==> src/hdl/pidrl_pkg.sv <==
// Shared types and constants for the PID controller with output ramp limit.
// Used by every module of the block; depends on nothing.
package pidrl_pkg;

	localparam int PIDRL_DATA_WIDTH = 32;
	localparam int PIDRL_FRAC_BITS  = 16;

	localparam int US_PER_SEC      = 1000000;
	localparam int MAX_STEP_US     = 500000;
	localparam int DEFAULT_STEP_US = 1000;
	localparam int DT_W            = 19;  // holds MAX_STEP_US

	localparam int KP_RESET_UNITS = 1;   // 1.0
	localparam int OL_RESET_UNITS = 12;  // 12.0

	// shared divider: 56-bit signed dividend, up to 4e6 divisor
	localparam int DIV_NUM_W          = 56;
	localparam int DIV_DEN_W          = 22;
	localparam int DIV_BITS_PER_CYCLE = 4;
	localparam int DIV_STEPS          = DIV_NUM_W / DIV_BITS_PER_CYCLE;

	typedef enum logic [2:0] {
		CFG_KP,
		CFG_KI,
		CFG_KD,
		CFG_RAMP_RATE,
		CFG_OUTPUT_LIMIT
	} cfg_index_t;

	typedef struct packed {
		logic [2:0]  index;
		logic [31:0] value;
	} cfg_write_t;

	typedef struct packed {
		logic signed [31:0] error_sample;
		logic [31:0]        elapsed_us;
	} sample_t;

	typedef struct packed {
		logic signed [31:0] drive_value;
	} drive_t;

	typedef struct packed {
		logic signed [31:0] kp;
		logic signed [31:0] ki;
		logic signed [31:0] kd;
		logic [30:0]        ramp_rate;
		logic [30:0]        output_limit;
	} cfg_regs_t;

	typedef enum logic [4:0] {
		OP_NONE,
		OP_LOAD,
		OP_MUL_P,
		OP_MUL_I,
		OP_TRUNC_I,
		OP_MUL_ID,
		OP_DIV_I,
		OP_TRUNC_D,
		OP_MUL_L3,
		OP_LIM3,
		OP_MUL_DD,
		OP_INTEG,
		OP_MUL_R,
		OP_DERIV,
		OP_SUM,
		OP_DIV_R,
		OP_RAMP,
		OP_COMMIT
	} dp_op_t;

	typedef struct packed {
		logic div_busy;
		logic ramp_on;
		logic out_busy;
	} dp_status_t;

	typedef enum logic [4:0] {
		S_IDLE,
		S_MUL_P,
		S_MUL_I,
		S_TRUNC_I,
		S_MUL_ID,
		S_DIV_I,
		S_TRUNC_D,
		S_MUL_L3,
		S_LIM3,
		S_MUL_DD,
		S_WAIT_I,
		S_INTEG,
		S_MUL_R,
		S_WAIT_D,
		S_DERIV,
		S_SUM,
		S_DIV_R,
		S_WAIT_R,
		S_RAMP,
		S_COMMIT
	} state_t;

endpackage

==> src/hdl/pidrl_ctrl.sv <==
// Sequencer for one control step: issues datapath ops, waits on the divider
// and the output register. Depends on pidrl_pkg.
module pidrl_ctrl import pidrl_pkg::*; (
	input  logic       clk,
	input  logic       arst_n,
	input  logic       sample_valid,
	output logic       sample_ready,
	input  dp_status_t status,
	output dp_op_t     op
);

	state_t state_q, state_nx;

	always_ff @(posedge clk or negedge arst_n) begin
		if (!arst_n) begin
			state_q <= S_IDLE;
		end else begin
			state_q <= state_nx;
		end
	end

	always_comb begin
		state_nx = state_q;
		unique case (state_q)
			S_IDLE:    if (sample_valid) state_nx = S_MUL_P;
			S_MUL_P:   state_nx = S_MUL_I;
			S_MUL_I:   state_nx = S_TRUNC_I;
			S_TRUNC_I: state_nx = S_MUL_ID;
			S_MUL_ID:  state_nx = S_DIV_I;
			S_DIV_I:   state_nx = S_TRUNC_D;
			S_TRUNC_D: state_nx = S_MUL_L3;
			S_MUL_L3:  state_nx = S_LIM3;
			S_LIM3:    state_nx = S_MUL_DD;
			S_MUL_DD:  state_nx = S_WAIT_I;
			S_WAIT_I:  if (!status.div_busy) state_nx = S_INTEG;
			S_INTEG:   state_nx = status.ramp_on ? S_MUL_R : S_WAIT_D;
			S_MUL_R:   state_nx = S_WAIT_D;
			S_WAIT_D:  if (!status.div_busy) state_nx = S_DERIV;
			S_DERIV:   state_nx = S_SUM;
			S_SUM:     state_nx = status.ramp_on ? S_DIV_R : S_COMMIT;
			S_DIV_R:   state_nx = S_WAIT_R;
			S_WAIT_R:  if (!status.div_busy) state_nx = S_RAMP;
			S_RAMP:    state_nx = S_COMMIT;
			S_COMMIT:  if (!status.out_busy) state_nx = S_IDLE;
			default:   state_nx = S_IDLE;
		endcase
	end

	always_comb begin
		sample_ready = 1'b0;
		op           = OP_NONE;
		unique case (state_q)
			S_IDLE: begin
				sample_ready = 1'b1;
				if (sample_valid) op = OP_LOAD;
			end
			S_MUL_P:   op = OP_MUL_P;
			S_MUL_I:   op = OP_MUL_I;
			S_TRUNC_I: op = OP_TRUNC_I;
			S_MUL_ID:  op = OP_MUL_ID;
			S_DIV_I:   op = OP_DIV_I;
			S_TRUNC_D: op = OP_TRUNC_D;
			S_MUL_L3:  op = OP_MUL_L3;
			S_LIM3:    op = OP_LIM3;
			S_MUL_DD:  op = OP_MUL_DD;
			S_WAIT_I:  op = OP_NONE;
			S_INTEG:   op = OP_INTEG;
			S_MUL_R:   op = OP_MUL_R;
			S_WAIT_D:  op = OP_NONE;
			S_DERIV:   op = OP_DERIV;
			S_SUM:     op = OP_SUM;
			S_DIV_R:   op = OP_DIV_R;
			S_WAIT_R:  op = OP_NONE;
			S_RAMP:    op = OP_RAMP;
			S_COMMIT:  if (!status.out_busy) op = OP_COMMIT;
			default:   op = OP_NONE;
		endcase
	end

endmodule

==> config.mk <==
export PLATFORM = sky130hd
export DESIGN_NAME = pidrl_ctrl
export DESIGN_NICKNAME = d
export VERILOG_FILES = /design/src/hdl/pidrl_pkg.sv /design/src/hdl/pidrl_ctrl.sv
export SDC_FILE = /design/constraint.sdc
export NUM_CORES = 1
export LEC_CHECK = 0
export BUFFER_PORTS_ARGS = -buffer_cell sky130_fd_sc_hd__clkbuf_2
export CELL_PAD_IN_SITES_DETAIL_PLACEMENT = 1
export CELL_PAD_IN_SITES_GLOBAL_PLACEMENT = 1
export CORE_UTILIZATION = 36
export DETAILED_ROUTE_END_ITERATION = 8
export PLACE_DENSITY = 0.84
export SETUP_SLACK_MARGIN = 0.2
export SLEW_MARGIN = 25
export SYNTH_ARGS = -nofsm -noshare
export SYNTH_HDL_FRONTEND = slang
export SYNTH_SLANG_ARGS = --single-unit
==> constraint.sdc <==
create_clock -name clk -period 1.9 [get_ports clk]
set_input_delay 0.285 -clock clk [delete_from_list [all_inputs] [get_ports clk]]
set_output_delay 0.285 -clock clk [all_outputs]
set_load 0.005 [all_outputs]
==> impl_metrics.csv <==
group,metric,value,unit
critical_path,cp_slowest_cell,"dfrtp_2",
global_route,gr-total-overflow,0,
cells_and_area,top_register,"state_q",
clock_tree,cts_made_buffers,3,
timing,fin_ws,31.0,ps
yosys,syn-num-nets,85,
critical_path,cp.arrival,1580,ps
timing,setup_viol,0,
timing,max_freq,535,MHz
yosys,yosysWarnings,0,
cells_and_area,area_delta_synth_final,39.5,%
drt,routed_wl,2.06,mm
clock_tree,insertion_delay,250,ps
cells_and_area,reg.largest.list,"state_q: 5 flops",
floorplan,fp-row-count,14,
run_status,status,"finished, violations left",
critical_path,r2r_start,"state_q[2]$_DFFE_PN0P_",
yosys,synth.avg_cell_area,7.25,sq um
run_status,violations,"DRC",
floorplan,coreArea,1490,sq um
critical_path,crit_required,1620,ps
cells_and_area,drive_gt1_share,41.6,%
yosys,synth_compound_area_share,28.8,%
critical_path,reg2reg_slack,150,ps
global_route,first_global_vias,687,
cells_and_area,fin_area,800,sq um
critical_path,startpoint_type,"register",
drt,post_drt_wl_per_cell,17.6,microns
global_route,grt_pass1_wl,3.13,mm
floorplan,die_y,41.9,microns
place,dpl_cell_area,683,sq um
yosys,postSynthCellCount,79,
critical_path,critPathCaptureType,"output port",
yosys,synth_xor_area_share,4.59,%
yosys,synth_top_family_by_area,"simple AND/OR/NAND/NOR gates",
yosys,synth-edff-count,0,
yosys,async_flop_share,100,%
yosys,synthSimpleGateAreaFrac,33.2,%
drt,vias,700,
cells_and_area,largest_reg_flops,5,
critical_path,r2r_cells,4,
clock_tree,clk_pin_slew,50,ps
timing,skew,5.03,ps
floorplan,die-area,1760,sq um
clock_tree,cts.path.max_buffers,2,
yosys,synth.area.mux_share,3.93,%
timing,fin_crit_sh,98.4,%
clock_tree,cts-root-buf,"clkbuf_4",
global_route,antenna_found_initial,0,
power_and_ir_drop,ir_drop,772,uV
yosys,synthAdderAreaFrac,0,%
timing,hold_viol,0,
yosys,synth_top_area_cell,"dfrtp_1",
yosys,yosys_most_used_dff,"dfrtp_1",
floorplan,pin_count,12,
drt,drc,1,
drt,first_pass_iters,6,
timing,finalWorstPathRequiredPeriod,1870,ps
place,place_congestion,0.810,
critical_path,r2r_end,"state_q[4]$_DFFE_PN0P_",
cells_and_area,diodes,0,
floorplan,die_w,41.9,microns
yosys,yosysUniqueCellTypes,34,
clock_tree,cts_tree,"done",
critical_path,critPathMaxFanout,7,
floorplan,initial_core_util,38.5,%
yosys,ys_ff_latch,5,
timing,tightest_slew,267,ps
critical_path,crit_start,"state_q[2]$_DFFE_PN0P_",
power_and_ir_drop,p_leak,0.339,nW
critical_path,crit_end,"op[2]",
place,dp_hpwl,1.30,mm
timing,maxSlewViolCount,0,
critical_path,path_cells,"or3b_4 > o21a_1 > o22ai_2 > buf_2",
cells_and_area,finalNetCount,108,
yosys,synth_area_leaders,"dfrtp_1 22%, a21oi_1 9.6%, nand2_1 5.2%",
place,dp_slack,167,ps
global_route,grt_max_degree,12,
critical_path,cp_slowest_stage_delay,450,ps
power_and_ir_drop,powerDensity,2020,nW/um^2
global_route,track_usage,23.1,%
drt,ant_nets,0,
flow_run,cap_violations,0,
place,portBuffers,11,
timing,maxSlewHeadroom,81.9,%
timing,rsz0062_at_grt,"yes",
yosys,seq_area_frac_synth,21.8,%
drt,viasPerCell,5.98,
yosys,syn_area,573,sq um
clock_tree,h-tree-depth,1,
critical_path,critical_path_class,"reg2out",
drt,drt-initial-drc-count,13,
clock_tree,cts.sinks,5,
hold_path,hold_path.class,"in2async",
yosys,netlist.area_leader.share,21.8,%
[repair_timing]
| action | 4_1_cts | 5_1_grt |
|---|---|---|
| hold buffers | 1 | 0 |
| buffers inserted | 4 | 1 |
| endpoints found under the setup margin | 5 | 5 |
| pin swaps | 3 | 5 |
| gates resized for setup | 3 | 14 |
| hold endpoints to repair | 5 | 0 |
[cell type report]
| cell class | instances | area, sq um |
|---|---|---|
| Clock buffer | 4 | 26.3 |
| Fill cell | 190 | 689 |
| Inverter | 1 | 3.75 |
| Multi-Input combinational cell | 64 | 439 |
| Sequential cell | 5 | 129 |
| Tap cell | 16 | 20.0 |
| Timing Repair Buffer | 27 | 181 |
[where the power goes]
group / internal (mW) / leakage, nW / switching, mW
sequential: 0.167 / 0.0577 / 0.104
combinational: 0.585 / 0.267 / 0.626
clock: 0.0801 / 0.0150 / 0.0552
total: 0.832 / 0.339 / 0.784
[cells by family after synthesis]
logic type / count (synthesis)
AO/OA/AOI/OAI: 27
multiplexers: 2
XOR/XNOR: 3
AND/OR/NAND/NOR: 32
buffers and inverters: 10
flip-flops: 5
[how the worst min path moves through the flow]
stage                      start                     end
final                     arst_n  state_q[3]$_DFFE_PN0P_
after global routing      arst_n  state_q[3]$_DFFE_PN0P_
after CTS                 arst_n  state_q[3]$_DFFE_PN0P_
after detailed placement  arst_n  state_q[0]$_DFFE_PN0P_
after global placement    arst_n  state_q[0]$_DFFE_PN0P_
after floorplan           arst_n  state_q[0]$_DFFE_PN0P_
[per-layer routing]
layer | global-route usage, % | routed length, microns | vias up
met4 | 6.45 | 32 | 0
met1 | 30.4 | 946 | 342
met3 | 4.78 | 65 | 6
met2 | 38.1 | 1020 | 19
li1 | - | - | 333
met5 | 0 | 0 | -
[layout by cell type (no fill, tap or decap), drive strengths merged, types with 2 or more instances in the layout]
| cell | synthesis | final |
|---|---|---|
| a211oi | 2 | 2 |
| a21oi | 11 | 11 |
| a31oi | 2 | 2 |
| buf | 6 | 19 |
| clkbuf | 3 | 11 |
| dfrtp | 5 | 5 |
| mux2 | 2 | 2 |
| nand2 | 8 | 8 |
| nand2b | 4 | 4 |
| nand3b | 2 | 2 |
| nor2 | 6 | 6 |
| nor4 | 2 | 2 |
| o21ai | 4 | 4 |
| o22ai | 4 | 4 |
| o32ai | 2 | 2 |
| or3b | 2 | 2 |
| xor2 | 2 | 2 |
[critical path: cells and delay by family, from the launching register on]
kind	cells	cell delay, ps
flops	1	450
simple gates	1	450
compound gates	2	310
buf+inv	1	130
[synthesized netlist by cell type (2+ instances only)]
cell      count
a21oi_1      11
a31oi_1       2
buf_2         5
clkbuf_1      3
dfrtp_1       5
nand2_1       8
nand2b_1      4
nand3b_1      2
nor2_1        6
nor4_1        2
o21ai_0       3
o22ai_1       4
o32ai_1       2
xor2_1        2
[stage by stage]
step,utilization (%),setup TNS (ps),hold slack (ps),instances,power [mW]
6_report,53.7,0,397,117,1.62
5_1_grt,53.7,-125,420,117,1.76
4_1_cts,50.6,0,400,116,1.48
3_5_place_dp,45.9,0,112,107,1.28
3_3_place_gp,45.9,0,108,107,1.24
2_1_floorplan,-,0,-10.6,79,0.929
(Power assumes the default switching activity.)
